[config.mk]
export PLATFORM = sky130hd
export DESIGN_NAME = ascii_led_command_parser
export DESIGN_NICKNAME = d
export VERILOG_FILES = /design/src/sv/alcp_pkg.sv /design/src/sv/alcp_parser.sv /design/src/sv/alcp_emitter.sv /design/src/sv/ascii_led_command_parser.sv
export SDC_FILE = /design/constraint.sdc
export NUM_CORES = 1
export LEC_CHECK = 0
export ABC_AREA = 0
export ABC_CLOCK_PERIOD_IN_PS = 5500
export BUFFER_PORTS_ARGS = -buffer_cell sky130_fd_sc_hd__buf_2
export CAP_MARGIN = 10
export CORE_ASPECT_RATIO = 2
export CORE_MARGIN = 3
export CORE_UTILIZATION = 30
export DETAILED_ROUTE_END_ITERATION = 6
export PLACE_DENSITY = 0.47
export SLEW_MARGIN = 20
export SYNTH_ARGS = -nofsm -noshare
export SYNTH_HDL_FRONTEND = slang
export SYNTH_SLANG_ARGS = --single-unit
[constraint.sdc]
create_clock -name clock -period 5.5 [get_ports clock]
set_input_delay 0.55 -clock clock [delete_from_list [all_inputs] [get_ports clock]]
set_output_delay 0.55 -clock clock [all_outputs]
set_load 0.02 [all_outputs]
[src/sv/alcp_pkg.sv]
`timescale 1ns / 1ps
`default_nettype none
// ----------------------------------------------------------------------------
// alcp_pkg
// Types, character constants and decode helpers shared by the LED command
// parser and its response emitter.
// ----------------------------------------------------------------------------
package alcp_pkg;

   localparam int POS_W = 6;

   localparam logic [7:0] CHAR_NUL  = 8'h00;
   localparam logic [7:0] CHAR_NL   = 8'h0A;
   localparam logic [7:0] CHAR_ZERO = 8'h30;
   localparam logic [7:0] CHAR_ONE  = 8'h31;

   localparam logic [2:0] COLOR_NONE   = 3'd0;
   localparam logic [2:0] COLOR_GREEN  = 3'd1;
   localparam logic [2:0] COLOR_ORANGE = 3'd2;
   localparam logic [2:0] COLOR_RED    = 3'd3;
   localparam logic [2:0] COLOR_BLUE   = 3'd4;
   localparam logic [2:0] COLOR_ALL    = 3'd5;

   localparam logic [1:0] LEVEL_BAD = 2'd0;
   localparam logic [1:0] LEVEL_OFF = 2'd1;
   localparam logic [1:0] LEVEL_ON  = 2'd2;

   typedef enum logic [1:0] {
      RESP_OK,
      RESP_ERR,
      RESP_STA
   } resp_kind_type;

   typedef struct packed {
      resp_kind_type kind;
      logic [3:0]    leds;
   } resp_desc_type;

   // "LED:"
   function automatic logic [7:0] led_word_char(input logic [1:0] idx);
      logic [7:0] c;
      unique case (idx)
         2'd0:    c = 8'h4C;
         2'd1:    c = 8'h45;
         2'd2:    c = 8'h44;
         default: c = 8'h3A;
      endcase
      return c;
   endfunction

   // "GET:LED"
   function automatic logic [7:0] get_word_char(input logic [2:0] idx);
      logic [7:0] c;
      unique case (idx)
         3'd0:    c = 8'h47;
         3'd1:    c = 8'h45;
         3'd2:    c = 8'h54;
         3'd3:    c = 8'h3A;
         3'd4:    c = 8'h4C;
         3'd5:    c = 8'h45;
         3'd6:    c = 8'h44;
         default: c = CHAR_NUL;
      endcase
      return c;
   endfunction

   function automatic logic [2:0] decode_color(input logic [7:0] c);
      logic [2:0] code;
      unique case (c)
         8'h47:   code = COLOR_GREEN;
         8'h4F:   code = COLOR_ORANGE;
         8'h52:   code = COLOR_RED;
         8'h42:   code = COLOR_BLUE;
         8'h41:   code = COLOR_ALL;
         default: code = COLOR_NONE;
      endcase
      return code;
   endfunction

   function automatic logic [3:0] resp_last_idx(input resp_kind_type kind);
      logic [3:0] n;
      unique case (kind)
         RESP_OK:  n = 4'd2;
         RESP_STA: n = 4'd8;
         default:  n = 4'd3;
      endcase
      return n;
   endfunction

   function automatic logic [7:0] resp_char(input resp_kind_type kind,
                                            input logic [3:0]    idx,
                                            input logic [3:0]    leds);
      logic [7:0] c;
      c = CHAR_NL;
      unique case (kind)
         RESP_OK: begin
            unique case (idx)
               4'd0:    c = 8'h4F;
               4'd1:    c = 8'h4B;
               default: c = CHAR_NL;
            endcase
         end
         RESP_STA: begin
            unique case (idx)
               4'd0:    c = 8'h53;
               4'd1:    c = 8'h54;
               4'd2:    c = 8'h41;
               4'd3:    c = 8'h3A;
               4'd4:    c = CHAR_ZERO | {7'd0, leds[0]};
               4'd5:    c = CHAR_ZERO | {7'd0, leds[1]};
               4'd6:    c = CHAR_ZERO | {7'd0, leds[2]};
               4'd7:    c = CHAR_ZERO | {7'd0, leds[3]};
               default: c = CHAR_NL;
            endcase
         end
         default: begin
            unique case (idx)
               4'd0:    c = 8'h45;
               4'd1:    c = 8'h52;
               4'd2:    c = 8'h52;
               default: c = CHAR_NL;
            endcase
         end
      endcase
      return c;
   endfunction

endpackage
`default_nettype wire

[src/sv/alcp_parser.sv]
`timescale 1ns / 1ps
`default_nettype none
// ----------------------------------------------------------------------------
// alcp_parser
// Tracks the command text of a frame byte by byte, holds the LED flags and
// raises one response descriptor when a frame ends or a link error arrives.
// ----------------------------------------------------------------------------
module alcp_parser #(
   parameter int FRAME_BYTES = 32
) (
   input  wire logic                   clock,
   input  wire logic                   reset,
   input  wire logic                   accept,
   input  wire logic [7:0]             rx_byte,
   input  wire logic                   frame_end,
   input  wire logic                   transfer_error,
   output logic                        desc_valid,
   output alcp_pkg::resp_desc_type     desc
);

   localparam logic [alcp_pkg::POS_W-1:0] LAST_POS = alcp_pkg::POS_W'(FRAME_BYTES - 1);

   logic [alcp_pkg::POS_W-1:0] pos_ff, pos_in;
   logic                       term_ff, term_in;
   logic                       led_ok_ff, led_ok_in;
   logic                       get_ok_ff, get_ok_in;
   logic [2:0]                 color_ff, color_in;
   logic [1:0]                 level_ff, level_in;
   logic [3:0]                 leds_ff, leds_in;
   logic                       in_cmd;
   logic                       more;
   logic [3:0]                 mask;
   logic                       resp;

   assign in_cmd = !term_ff && (pos_ff < LAST_POS);
   assign more   = !frame_end && (pos_ff < LAST_POS);

   always_comb begin
      pos_in    = pos_ff;
      term_in   = term_ff;
      led_ok_in = led_ok_ff;
      get_ok_in = get_ok_ff;
      color_in  = color_ff;
      level_in  = level_ff;
      leds_in   = leds_ff;
      resp      = 1'b0;
      desc.kind = alcp_pkg::RESP_ERR;
      desc.leds = leds_ff;
      mask      = (color_ff == alcp_pkg::COLOR_ALL) ? 4'hF : 4'h0;

      if (in_cmd) begin
         if (rx_byte == alcp_pkg::CHAR_NUL || rx_byte == alcp_pkg::CHAR_NL) begin
            term_in = 1'b1;
         end
         if (pos_ff < alcp_pkg::POS_W'(4)
             && rx_byte != alcp_pkg::led_word_char(pos_ff[1:0])) begin
            led_ok_in = 1'b0;
         end
         if (pos_ff < alcp_pkg::POS_W'(7)
             && rx_byte != alcp_pkg::get_word_char(pos_ff[2:0])) begin
            get_ok_in = 1'b0;
         end
         if (!term_in) begin
            if (pos_ff == alcp_pkg::POS_W'(4)) begin
               color_in = alcp_pkg::decode_color(rx_byte);
            end else if (pos_ff == alcp_pkg::POS_W'(5)) begin
               level_in = (rx_byte == alcp_pkg::CHAR_ZERO) ? alcp_pkg::LEVEL_OFF :
                          (rx_byte == alcp_pkg::CHAR_ONE)  ? alcp_pkg::LEVEL_ON  :
                                                             alcp_pkg::LEVEL_BAD;
            end
         end
      end

      if (color_in == alcp_pkg::COLOR_ALL) begin
         mask = 4'hF;
      end else begin
         mask = 4'b0001 << (color_in - 3'd1);
      end

      if (!transfer_error && more) begin
         pos_in = pos_ff + alcp_pkg::POS_W'(1);
      end else begin
         resp = 1'b1;
         if (transfer_error) begin
            // link error: drop the frame, keep the flags
            desc.kind = alcp_pkg::RESP_ERR;
         end else if (led_ok_in && pos_ff >= alcp_pkg::POS_W'(5)
                      && color_in != alcp_pkg::COLOR_NONE
                      && level_in != alcp_pkg::LEVEL_BAD) begin
            leds_in   = (level_in == alcp_pkg::LEVEL_ON) ? (leds_ff | mask)
                                                         : (leds_ff & ~mask);
            desc.kind = alcp_pkg::RESP_OK;
         end else if (get_ok_in && pos_ff >= alcp_pkg::POS_W'(6)) begin
            desc.kind = alcp_pkg::RESP_STA;
         end else begin
            desc.kind = alcp_pkg::RESP_ERR;
         end
         desc.leds = leds_in;
         pos_in    = '0;
         term_in   = 1'b0;
         led_ok_in = 1'b1;
         get_ok_in = 1'b1;
         color_in  = alcp_pkg::COLOR_NONE;
         level_in  = alcp_pkg::LEVEL_BAD;
      end
   end

   assign desc_valid = accept && resp;

   always_ff @(posedge clock) begin
      if (reset) begin
         pos_ff    <= '0;
         term_ff   <= 1'b0;
         led_ok_ff <= 1'b1;
         get_ok_ff <= 1'b1;
         color_ff  <= alcp_pkg::COLOR_NONE;
         level_ff  <= alcp_pkg::LEVEL_BAD;
         leds_ff   <= 4'h0;
      end else if (accept) begin
         pos_ff    <= pos_in;
         term_ff   <= term_in;
         led_ok_ff <= led_ok_in;
         get_ok_ff <= get_ok_in;
         color_ff  <= color_in;
         level_ff  <= level_in;
         leds_ff   <= leds_in;
      end
   end

endmodule
`default_nettype wire

[src/sv/alcp_emitter.sv]
`timescale 1ns / 1ps
`default_nettype none
// ----------------------------------------------------------------------------
// alcp_emitter
// Holds one waiting response descriptor and plays the active one out as a
// string of character beats, marking the newline as the last beat.
// ----------------------------------------------------------------------------
module alcp_emitter (
   input  wire logic                    clock,
   input  wire logic                    reset,
   input  wire logic                    desc_valid,
   input  wire alcp_pkg::resp_desc_type desc,
   output logic                         desc_ready,
   output logic                         rsp_valid,
   input  wire logic                    rsp_ready,
   output logic [7:0]                   rsp_resp_char,
   output logic                         rsp_resp_last,
   output logic [3:0]                   rsp_led_flags
);

   logic                    pend_valid_ff;
   alcp_pkg::resp_desc_type pend_ff;
   logic                    act_valid_ff;
   alcp_pkg::resp_desc_type act_ff;
   logic [3:0]              idx_ff;
   logic                    beat;
   logic                    done;
   logic                    load_pend;
   logic                    load_new;
   logic                    load;

   assign desc_ready    = !pend_valid_ff;
   assign rsp_valid     = act_valid_ff;
   assign rsp_resp_char = alcp_pkg::resp_char(act_ff.kind, idx_ff, act_ff.leds);
   assign rsp_resp_last = (idx_ff == alcp_pkg::resp_last_idx(act_ff.kind));
   assign rsp_led_flags = act_ff.leds;

   assign beat      = act_valid_ff && rsp_ready;
   assign done      = beat && rsp_resp_last;
   assign load_pend = pend_valid_ff && (!act_valid_ff || done);
   // take a new descriptor straight into the active slot when that slot frees
   assign load_new  = desc_valid && !pend_valid_ff && (!act_valid_ff || done);
   assign load      = load_pend || load_new;

   always_ff @(posedge clock) begin
      if (reset) begin
         pend_valid_ff <= 1'b0;
         act_valid_ff  <= 1'b0;
         idx_ff        <= 4'd0;
      end else begin
         if (desc_valid && !load_new) begin
            pend_valid_ff <= 1'b1;
         end else if (load_pend) begin
            pend_valid_ff <= 1'b0;
         end
         if (load) begin
            act_valid_ff <= 1'b1;
            idx_ff       <= 4'd0;
         end else if (done) begin
            act_valid_ff <= 1'b0;
            idx_ff       <= 4'd0;
         end else if (beat) begin
            // advance to the next character
            idx_ff <= idx_ff + 4'd1;
         end
      end
   end

   always_ff @(posedge clock) begin
      if (desc_valid) begin
         pend_ff <= desc;
      end
      if (load_pend) begin
         act_ff <= pend_ff;
      end else if (load_new) begin
         act_ff <= desc;
      end
   end

endmodule
`default_nettype wire

[src/sv/ascii_led_command_parser.sv]
`timescale 1ns / 1ps
`default_nettype none
// ----------------------------------------------------------------------------
// ascii_led_command_parser
// Parses "LED:<colour><level>" and "GET:LED" commands from a byte frame of
// up to FRAME_BYTES bytes and answers with "OK\n", "STA:dddd\n" or "ERR\n".
//
//   channel | direction | beat carries
//   --------+-----------+------------------------------------------------
//   req_    | in        | rx_byte, frame_end, transfer_error (one byte)
//   rsp_    | out       | resp_char, resp_last, led_flags (one character)
//
// Each request byte is parsed in the cycle it is accepted; a byte that ends
// the frame or reports a link error also loads a response descriptor, straight
// into the active slot when that slot is free. The emitter then sends one
// character per cycle while rsp_ready is high (3, 4 or 9 beats), starting
// the cycle after the descriptor moves up, and request bytes keep flowing
// during the drain of an answer. req_ready falls only while one response is
// already waiting behind the one being sent. Synchronous reset clears the
// parse state, the LED flags and both response slots.
// ----------------------------------------------------------------------------
module ascii_led_command_parser #(
   parameter int FRAME_BYTES = 32
) (
   input  wire logic       clock,
   input  wire logic       reset,
   input  wire logic       req_valid,
   output logic            req_ready,
   input  wire logic [7:0] req_rx_byte,
   input  wire logic       req_frame_end,
   input  wire logic       req_transfer_error,
   output logic            rsp_valid,
   input  wire logic       rsp_ready,
   output logic [7:0]      rsp_resp_char,
   output logic            rsp_resp_last,
   output logic [3:0]      rsp_led_flags
);

   logic                    accept;
   logic                    desc_valid;
   alcp_pkg::resp_desc_type desc;

   assign accept = req_valid && req_ready;

   alcp_parser #(
      .FRAME_BYTES (FRAME_BYTES)
   ) u_parser (
      .clock          (clock),
      .reset          (reset),
      .accept         (accept),
      .rx_byte        (req_rx_byte),
      .frame_end      (req_frame_end),
      .transfer_error (req_transfer_error),
      .desc_valid     (desc_valid),
      .desc           (desc)
   );

   alcp_emitter u_emitter (
      .clock         (clock),
      .reset         (reset),
      .desc_valid    (desc_valid),
      .desc          (desc),
      .desc_ready    (req_ready),
      .rsp_valid     (rsp_valid),
      .rsp_ready     (rsp_ready),
      .rsp_resp_char (rsp_resp_char),
      .rsp_resp_last (rsp_resp_last),
      .rsp_led_flags (rsp_led_flags)
   );

endmodule
`default_nettype wire
==> impl_results.md, run 1 <==
- # nets final: 362
- Vias post-DR: 2430
- CP max stage cell: dfxtp_1
- Fmax: about 350 MHz
- CP arrival: 2.93 ns
- Worst clock skew: 0.006974 ns
- R2R Setup Slk: 2.62 ns
- Worst-Skew Late Latency: 0.29 ns
- Pleak: ~1.1 nW
- Layout cells sized above 1: 16.76%
- Syn_area_per_cell: 8.248 sq um
- CTS H-tree lvls: 2
- Fillers: 919
- Die Y: around 140 microns
- CP Cell Sequence: ha_1 -> nand4_1 -> a21oi_1 -> and3_1 -> and3_1 -> a21oi_1 -> a31o_2
- Post-route ant nets: 0
- Register area share after synthesis: 31.27%
- Multi-input gate area: 0.001687 sq mm
- First-pass iteration count of the detailed router: 4
- Setup violations, final: 0
- Die X: 72.95 microns
- Number of synthesized flops with an enable pin: 12
- Reg2reg start: u_parser.pos_ff[1]
- Flops & latches, synth: 36
- Syn_nets: 349
- Die ar.: 0.01020 sq mm
- Ys flop type: dfxtp_1
- Outcome: complete, no violations
- Drc violations: 0
- P&R area growth vs syn: 11.96%
- Setup Buffers After CTS: 0
- Slew HR: 33.81%
- Initial Utilization: a little under a third
- Clock Pin Slew Worst Setup and Hold Paths: 0.06 ns
- Clock sink count: 36
- Largest net degree at the start of global routing: 18
- Global-route wire length before repair: 11920 microns
- Synth area leaders: dfxtp_1, edfxtp_1, nor2_1
- Max-slew violations: 0
- Share of the synthesized area in the top cell type: 17.87%
- Slew @ Worst Pin: 0.9653 ns
- Via density: 5.523
- Reg area: 840.8 sq um
- Crit-path max cell delay: between 0.5 and 0.6 ns
- Worst Hold Class: flip-flop to flip-flop
- Antenna violations before repair: 0
- Longest Clk Path Bufs: 2
- Setup CP Type: flip-flop to flip-flop
- CP Launch Type: flip-flop
- CTS root buf: clkbuf_16
- Crit Path Max Fanout: 17
- TritonCTS clock tree: built
- RSZ-0062 raised after global routing: no
- Num rows: 48
- Buffers on Ports: 27
- Hold Vio Cnt, Final: 0
- N_diodes: 0
- DP HPWL: 5605 microns
- Max_cap viols: 0
- Cell area after synthesis: roughly 0.0027 sq mm
- Setup_tns: 0 ns
- Final min period: 2.883 ns
- Ys async rst share: 0%
- WL per Instance: 16.38 microns
- Most instantiated library cell after synthesis: nor2_1
- CTS Buf Count: 5
- Critical Path RT: 5.55 ns
- Peak supply drop: 152.8 uV
- Post-synth top cells: nor2_1, dfxtp_1, nand2_1, a21oi_1
- Synth warnings: 0
- # IOs: 29
- Worst R2R End: u_emitter.pend_ff[1]
- Crit. End Element: flip-flop
- Final cycle utilization of the critical path: 52.43%
- Worst Setup EP: u_emitter.pend_ff[1]
- Final wirelength: slightly above 7000 microns
- Setup crit start: u_parser.pos_ff[1]
- Synthesized instance count: 326
- Dominant cell type by area after synthesis: dfxtp_1
- Post-CTS sizing: 0
- PD cells: around 230 mW/mm^2
- Drt initial violations: 70
- CTS Hold Bufs: 0
- Global placement routability congestion: 0.7495
- Core footprint: 0.008708 sq mm
- Distinct cells, synth: 64
- Worst R2R Path Depth: 7
- Total GRT Usage: 15.03%
- GR Overflow Total: 0
- Number of global-route vias before repair: 2427
- Pwr Total: 0.0007013 W
-- state kept, by name, summed over array words and instances (netlist names) --
name	cells
u_emitter.act_ff	2
u_emitter.idx_ff	4
u_emitter.pend_ff	6
u_emitter.pend_valid_ff	1
u_emitter.rsp_led_flags	4
u_emitter.rsp_valid	1
u_parser.color_ff	3
u_parser.get_ok_ff	1
u_parser.led_ok_ff	1
u_parser.leds_ff	4
u_parser.level_ff	2
u_parser.pos_ff	6
u_parser.term_ff	1
-- report_power, final --
group          internal [W]  switching, W
clock              0.000213      0.000114
sequential         0.000282    0.00000702
combinational     0.0000294     0.0000556
total              0.000525      0.000177
-- final cells by class --
cell class	instances	share of cell area [%]
multi-input cells	255	56.03
flip-flops and latches	36	27.93
repair buffers	28	4.738
clock buffers	5	4.156
well taps	100	4.156
inverters	13	1.621
clock inverters	3	1.372
-- critical path: cells and delay by family, from the launching register on --
family                   cells  cell delay [ns]
AO/OA/AOI/OAI                3             0.67
adder cells (fa/ha/maj)      1             0.42
flip-flops                   1             0.59
AND/OR/NAND/NOR              3             0.95
-- worst min path at each step --
stage | from | end | cells past startpoint
after global placement | u_parser.get_ok_ff | u_parser.get_ok_ff | 1
after global routing | u_parser.get_ok_ff | u_parser.get_ok_ff | 1
after CTS | u_parser.get_ok_ff | u_parser.get_ok_ff | 1
final | u_parser.get_ok_ff | u_parser.get_ok_ff | 1
after detailed placement | u_parser.get_ok_ff | u_parser.get_ok_ff | 1
after floorplan | u_parser.get_ok_ff | u_parser.get_ok_ff | 1
-- per-stage QoR --
| stage | instances | instance area [sq um] | utilization, % | hold WS [ns] | worst slack [ns] |
|---|---|---|---|---|---|
| 2_1_floorplan | 326 | 2689 | - | 0.4264 | 2.792 |
| 3_3_place_gp | 432 | 2844 | 32.66 | 0.4425 | 2.492 |
| 3_5_place_dp | 432 | 2844 | 32.66 | 0.4471 | 2.429 |
| 4_1_cts | 440 | 3010 | 34.57 | 0.4589 | 2.632 |
| 5_1_grt | 440 | 3010 | 34.57 | 0.4879 | 2.369 |
| 6_report | 440 | 3010 | 34.57 | 0.4530 | 2.617 |
-- metal layers --
| metal | vias to the layer above | track usage [%] | wire length (microns) |
|---|---|---|---|
| met5 | - | 0 | 0 |
| li1 | 1220 | - | - |
| met1 | 1148 | 14.67 | 2638 |
| met4 | 0 | 7.198 | 197 |
| met2 | 50 | 29.41 | 4190 |
| met3 | 12 | 1.663 | 179 |
-- cells in the final DEF (no fill, tap or decap), types with 3 or more instances in the layout --
cell	n
a211o_1	4
a21o_1	3
a21oi_1	22
a22oi_1	5
a31o_2	4
a31oi_1	7
and3_1	4
buf_2	27
clkbuf_16	5
dfxtp_1	24
edfxtp_1	12
ha_1	9
inv_1	13
mux2i_1	5
nand2_1	24
nand2b_1	3
nand3_1	10
nand4_1	8
nand4b_1	3
nor2_1	33
nor2b_1	6
nor3_1	13
nor3b_1	3
nor4b_1	4
o21ai_0	12
o21bai_1	3
o22ai_1	4
or2_2	7
or3_1	4
xnor2_1	7
xor2_1	9
-- cell families (layout without fill, tap and decap cells) --
family / after synthesis / after routing / synth area share, %
mux: 9 / 9 / 3.676
other cells: 1 / 1 / 0.1395
simple gates: 136 / 136 / 27.45
fa+ha+maj: 9 / 9 / 4.188
compound gates: 84 / 84 / 22.06
xor+xnor: 16 / 16 / 5.212
buf+inv: 35 / 49 / 6.003
flops: 36 / 36 / 31.27
(Power assumes the default switching activity.)
==> run 2: changes to the inputs <==
--- a/config.mk
+++ b/config.mk
@@ -6,7 +6,7 @@
 export NUM_CORES = 1
 export LEC_CHECK = 0
 export ABC_AREA = 0
-export ABC_CLOCK_PERIOD_IN_PS = 5500
+export ABC_CLOCK_PERIOD_IN_PS = 2800
 export BUFFER_PORTS_ARGS = -buffer_cell sky130_fd_sc_hd__buf_2
 export CAP_MARGIN = 10
 export CORE_ASPECT_RATIO = 2
==> constraint.sdc (replaced) <==
create_clock -name clock -period 2.8 [get_ports clock]
set_input_delay 0.28 -clock clock [delete_from_list [all_inputs] [get_ports clock]]
set_output_delay 0.28 -clock clock [all_outputs]
set_load 0.02 [all_outputs]
==> run 2 against run 1 <==
Against the previous run:
- hold slack lost 0.16 ns
- die area is the same
- power grew 91%
- utilization grew 1.3 points
- clock power grew 83%
- critical path depth shrank 1
- combinational power grew 110%
- non-clock buffer count grew 14
- cell area grew 3.8%
- critical path type unchanged
- maximum frequency grew 11%
- flip-flop and latch count is the same
- clock skew is essentially flat
- largest power group unchanged
==> impl_results.md, run 2 (synthesis gave the netlist of run 1 again) <==
- Setup Buffers After CTS: 0
- Peak supply drop: between 200 and 250 uV
- Fmax: about 380 MHz
- Crit Path Max Fanout: 7
- Die Y: 139.9 microns
- Worst clock skew: between 0.007 and 0.008 ns
- N_diodes: 0
- Worst Hold Class: primary input to flip-flop
- CTS H-tree lvls: 2
- CP arrival: 2.76 ns
- Outcome: complete, no violations
- Number of global-route vias before repair: 2458
- Core footprint: 0.008708 sq mm
- CTS root buf: clkbuf_16
- TritonCTS clock tree: built
- WL per Instance: 16.70 microns
- Post-CTS sizing: 0
- Pwr Total: ~0.0013 W
- Via density: about 5.5
- Pleak: between 1 and 1.5 nW
- Num rows: 48
- Post-layout util: between 30% and 40%
- Top flop regs: u_emitter.pend_ff: 6 flops, u_parser.pos_ff: 6 flops
- Max-slew violations: 0
- Slew @ Worst Pin: 0.5099 ns
- Slew HR: 65.73%
- Initial Utilization: 30.88%
- Longest Clk Path Bufs: 2
- Die ar.: around 0.01 sq mm
- First-pass iteration count of the detailed router: 4
- Worst-Skew Late Latency: 0.28 ns
- Setup CP Type: flip-flop to flip-flop
- Final cycle utilization of the critical path: 93.15%
- Place WS: between 0.2 and 0.25 ns
- Crit. End Element: flip-flop
- Layout cells sized above 1: between 20% and 30%
- CTS Buf Count: 5
- Vias post-DR: 2482
- Setup_tns: 0 ns
- Final min period: 2.608 ns
- GR Overflow Total: 0
- Hold Vio Cnt, Final: 0
- Drt initial violations: 86
- Total GRT Usage: 15.65%
- Post-route ant nets: 0
- Design area: 0.003124 sq mm
- CP Launch Type: flip-flop
- Die X: 72.95 microns
- Critical Path RT: between 2 and 3 ns
- CTS Hold Bufs: 0
- Global-route wire length before repair: ~12000 microns
- PD cells: 429.9 mW/mm^2
- CP max stage cell: nor4_2
- Crit-path max cell delay: 0.53 ns
- P&R area growth vs syn: 16.19%
- RSZ-0062 raised after global routing: no
- Largest net degree at the start of global routing: 18
- Post-placement cell area: 0.002962 sq mm
- Clock Pin Slew Worst Setup and Hold Paths: 0.06 ns
- Buffers on Ports: 27
- Hold path depth: 3
- Worst R2R Path Depth: 6
- Clock sink count: 36
- Fillers: 898
- Worst setup margin: 0.1918 ns
- Commonest non-fill, non-tap cells in the layout: nor2_1, buf_2, nand2_1, dfxtp_1, a21oi_1
- # nets final: 376
- Final wirelength: 7584 microns
- Most common cell after layout, fill and taps aside: nor2_1
- DP HPWL: between 6000 and 7000 microns
- Max_cap viols: 0
- # IOs: 29
- Global placement routability congestion: 0.8430
- Antenna violations before repair: 0
- CP Cell Sequence: nor4_2 -> o311ai_4 -> nor3_2 -> mux2_4 -> a2111oi_4 -> mux2_1
- Drc violations: 0
- Setup violations, final: 0
run 2: changes by cell type in the layout (fill, tap and decap cells not counted):
| cell | change |
|---|---|
| clkinvlp_4 | +1 |
| bufinv_16 | -1 |
| clkbuf_16 | +1 |
| buf_4 | +13 |
| inv_4 | -1 |
| buf_12 | +1 |
run 2: final timing paths:
| path | from | endpoint | slack, ns |
|---|---|---|---|
| max reg2reg | u_parser.pos_ff[3] | u_emitter.act_ff[5] | 0.19 |
| max | u_parser.pos_ff[3] | u_emitter.act_ff[5] | 0.19 |
| min reg2reg | u_parser.get_ok_ff | u_parser.get_ok_ff | 0.47 |
| min | rsp_ready | u_emitter.idx_ff[1] | 0.29 |
run 2: layout make-up:
cell class / instances / area [sq um] / area share, %
Tap cell: 100 / 125.1 / 4.005
Clock inverter: 2 / 12.51 / 0.4005
Inverter: 13 / 48.80 / 1.562
Clock buffer: 6 / 150.1 / 4.806
Sequential cell: 36 / 840.8 / 26.91
Multi-Input combinational cell: 255 / 1687 / 53.98
Timing Repair Buffer: 42 / 260.3 / 8.330
run 2: power breakdown:
group / leakage (nW) / total (W) / switching (W) / internal, W
Sequential: 0.306 / 0.000568 / 0.0000133 / 0.000554
Clock: 0.0780 / 0.000600 / 0.000218 / 0.000382
Combinational: 0.796 / 0.000176 / 0.000112 / 0.0000633
run 2: critical path, delay by kind of cell, from the launching register on:
kind | cells | cell delay [ns]
simple gates | 2 | 0.95
flops | 1 | 0.36
compound gates | 2 | 0.59
mux | 2 | 0.56
run 2: routing by layer:
layer / global-route usage [%] / routed length (microns) / part of all wire, %
met2: 31.46 / 4588 / 60
met1: 14.81 / 2612 / 34
met3: 1.952 / 160 / 2.1
met4: 6.518 / 222 / 2.9
met5: 0 / 0 / 0
run 2: stage by stage:
step	instances	hold WS, ns
floorplan	326	0.3593
global placement	446	0.4513
detailed placement	446	0.4425
CTS	454	0.2946
global route	454	0.3241
finish	454	0.2930
==> run 3: changes to the inputs <==
--- a/config.mk
+++ b/config.mk
@@ -11,9 +11,9 @@
 export CAP_MARGIN = 10
 export CORE_ASPECT_RATIO = 2
 export CORE_MARGIN = 3
-export CORE_UTILIZATION = 30
+export CORE_UTILIZATION = 35
 export DETAILED_ROUTE_END_ITERATION = 6
-export PLACE_DENSITY = 0.47
+export PLACE_DENSITY = 0.53
 export SLEW_MARGIN = 20
 export SYNTH_ARGS = -nofsm -noshare
 export SYNTH_HDL_FRONTEND = slang
==> run 3 against run 2 <==
Against the previous run:
- combinational power grew 3%
- power grew 5.9%
- hold slack gained 0.016 ns
- critical endpoint is now u_emitter.pend_ff[1]
- clock-buffer cell count grew 1
==> impl_results.md, run 3 (synthesis gave the netlist of run 1 again) <==
- Outcome: complete, no violations
- Top cell family by delay on the critical path: simple AND/OR/NAND/NOR gates
- P&R area growth vs syn: 16.10%
- Final wirelength: about 7300 microns
- Setup crit start: u_parser.pos_ff[0]
- Most common cell after layout, fill and taps aside: nor2_1
- Slew @ Worst Pin: 0.5795 ns
- PD cells: 455.7 mW/mm^2
- Worst Hold Class: primary input to flip-flop
- M1 wire length: 2579 microns
- WL met2: roughly 4300 microns
- Global placement routability congestion: 0.8271
- Design area: 0.003122 sq mm
- Total GRT Usage: 17.64%
- Setup Buffers After CTS: 0
- Die Y: 130.0 microns
- Post-route ant nets: 0
- Fmax: 389.8 MHz
- Top routing layer in use: met4
- CP Launch Type: flip-flop
- Cell Count Post-Placement: 438
- Clock sink count: 36
- CP Cell Sequence: ha_1 -> nand4_1 -> a21oi_1 -> and3_1 -> and3_1 -> a21oi_1 -> a31o_2
- # nets final: between 300 and 400
- Post-CTS sizing: 0
- Setup violations, final: 0
- R2R Setup Slk: 0.23 ns
- Critical Path RT: ~2.8 ns
- CP max stage cell: and3_1
- Cell count along the critical path: 7
- Final instance count without filler cells: ~450
- CTS Buf Count: 5
- Via density: 5.527
- Setup CP Type: flip-flop to flip-flop
- RSZ-0062 raised after global routing: no
- CP arrival: 2.60 ns
- Worst R2R End: u_emitter.pend_ff[1]
- CTS root buf: clkbuf_16
- Post-placement cell area: 0.002939 sq mm
- Longest Clk Path Bufs: 2
- Slew HR: just over 60%
- TritonCTS clock tree: built
- GR Overflow Total: 0
- Worst Setup EP: u_emitter.pend_ff[1]
- Core footprint: 0.007377 sq mm
- Crit. End Element: flip-flop
- WL per Instance: ~16 microns
- Buffers on Ports: 27
- Max-slew violations: 0
- Worst-Skew Late Latency: 0.28 ns
- Clock Pin Slew Worst Setup and Hold Paths: 0.06 ns
- Drt initial violations: 78
- Critical path buffers and inverters: 0
- # IOs: 29
- Max_cap viols: 0
- Fillers: 810
- Crit Path Max Fanout: 14
- Pleak: 1.188 nW
- Largest net degree at the start of global routing: 16
- Peak supply drop: 246.6 uV
- Global-route wire length before repair: between 10000 and 15000 microns
- Worst R2R Path Depth: 7
- Top flop regs: u_emitter.pend_ff: 6 flops, u_parser.pos_ff: 6 flops
- Initial Utilization: 36.45%
- Final min period: about 2.6 ns
- Worst clock skew: around 0.0076 ns
- Setup_tns: 0 ns
- First-pass iteration count of the detailed router: 4
- Drc violations: 0
- CTS Hold Bufs: 0
- N_diodes: 0
- Num rows: 44
- Layout cells sized above 1: 20.06%
- Reg2reg start: u_parser.pos_ff[0]
- Die X: slightly below 70 microns
- Die ar.: 0.008834 sq mm
- Hold Vio Cnt, Final: 0
- Vias post-DR: about 2.5k
- DP HPWL: 5887 microns
- Commonest non-fill, non-tap cells in the layout: nor2_1, buf_2, nand2_1, dfxtp_1, a21oi_1
- Post-layout util: a little over two fifths
- Number of global-route vias before repair: approximately 2.5k
- Met3 WL: 175 microns
- Crit-path max cell delay: 0.46 ns
- CTS H-tree lvls: 2
- Antenna violations before repair: 0
- Final cycle utilization of the critical path: 91.63%
run 3: changes by cell type in the layout (fill, tap and decap cells not counted):
cell        previous run  this run
bufinv_16              0         1
clkbuf_8               0         2
clkinvlp_4             1         0
buf_4                 14        15
clkinv_2               1         0
buf_12                 1         0
clkbuf_16              6         5
run 3: worst min-delay path by stage:
stage / endpoint / from / cells past startpoint / slack [ns]
floorplan: u_parser.leds_ff[0] / reset / 1 / 0.36
global placement: u_parser.led_ok_ff / u_parser.led_ok_ff / 1 / 0.45
detailed placement: u_parser.level_ff[1] / u_parser.level_ff[1] / 2 / 0.46
CTS: u_emitter.idx_ff[1] / rsp_ready / 3 / 0.31
global route: u_emitter.idx_ff[1] / rsp_ready / 3 / 0.34
finish: u_emitter.idx_ff[1] / rsp_ready / 3 / 0.31
run 3: area by class of cell:
cell class	instances	area [sq um]	share of cell area (%)
inverters	13	48.80	1.563
multi-input cells	255	1687	54.03
well taps	92	115.1	3.687
clock inverters	1	30.03	0.9619
clock buffers	7	152.6	4.890
flip-flops and latches	36	840.8	26.93
repair buffers	42	247.7	7.936
run 3: worst reg2reg max path, stage by stage, from the launching register on:
cell and delay (ns):
dfxtp_1 0.41, ha_1 0.37, nand4_1 0.21, a21oi_1 0.30, and3_1 0.23, and3_1 0.46
a21oi_1 0.12, a31o_2 0.23
run 3: stage by stage:
| stage | hold WS [ns] | power (W) | setup slack (ns) |
|---|---|---|---|
| 6_report | 0.3092 | 0.001423 | 0.2344 |
| 3_3_place_gp | 0.4497 | 0.0007580 | 0.2079 |
| 5_1_grt | 0.3427 | 0.001479 | 0.04399 |
| 4_1_cts | 0.3079 | 0.001445 | 0.2069 |
| 2_1_floorplan | 0.3593 | 0.0006974 | 0.3608 |
| 3_5_place_dp | 0.4598 | 0.0007582 | 0.2225 |
run 3: power breakdown:
group	switching (W)	internal, W	total [W]
logic	0.000114	0.0000670	0.000181
registers	0.0000109	0.000554	0.000565
clock network	0.000208	0.000468	0.000676
total	0.000333	0.00109	0.00142
run 3: routing by layer:
layer / vias to the layer above / GRT usage [%]
met3: 19 / 1.981
met5: - / 0
met1: 1147 / 15.27
met4: 0 / 9.613
met2: 51 / 36.01
li1: 1248 / -
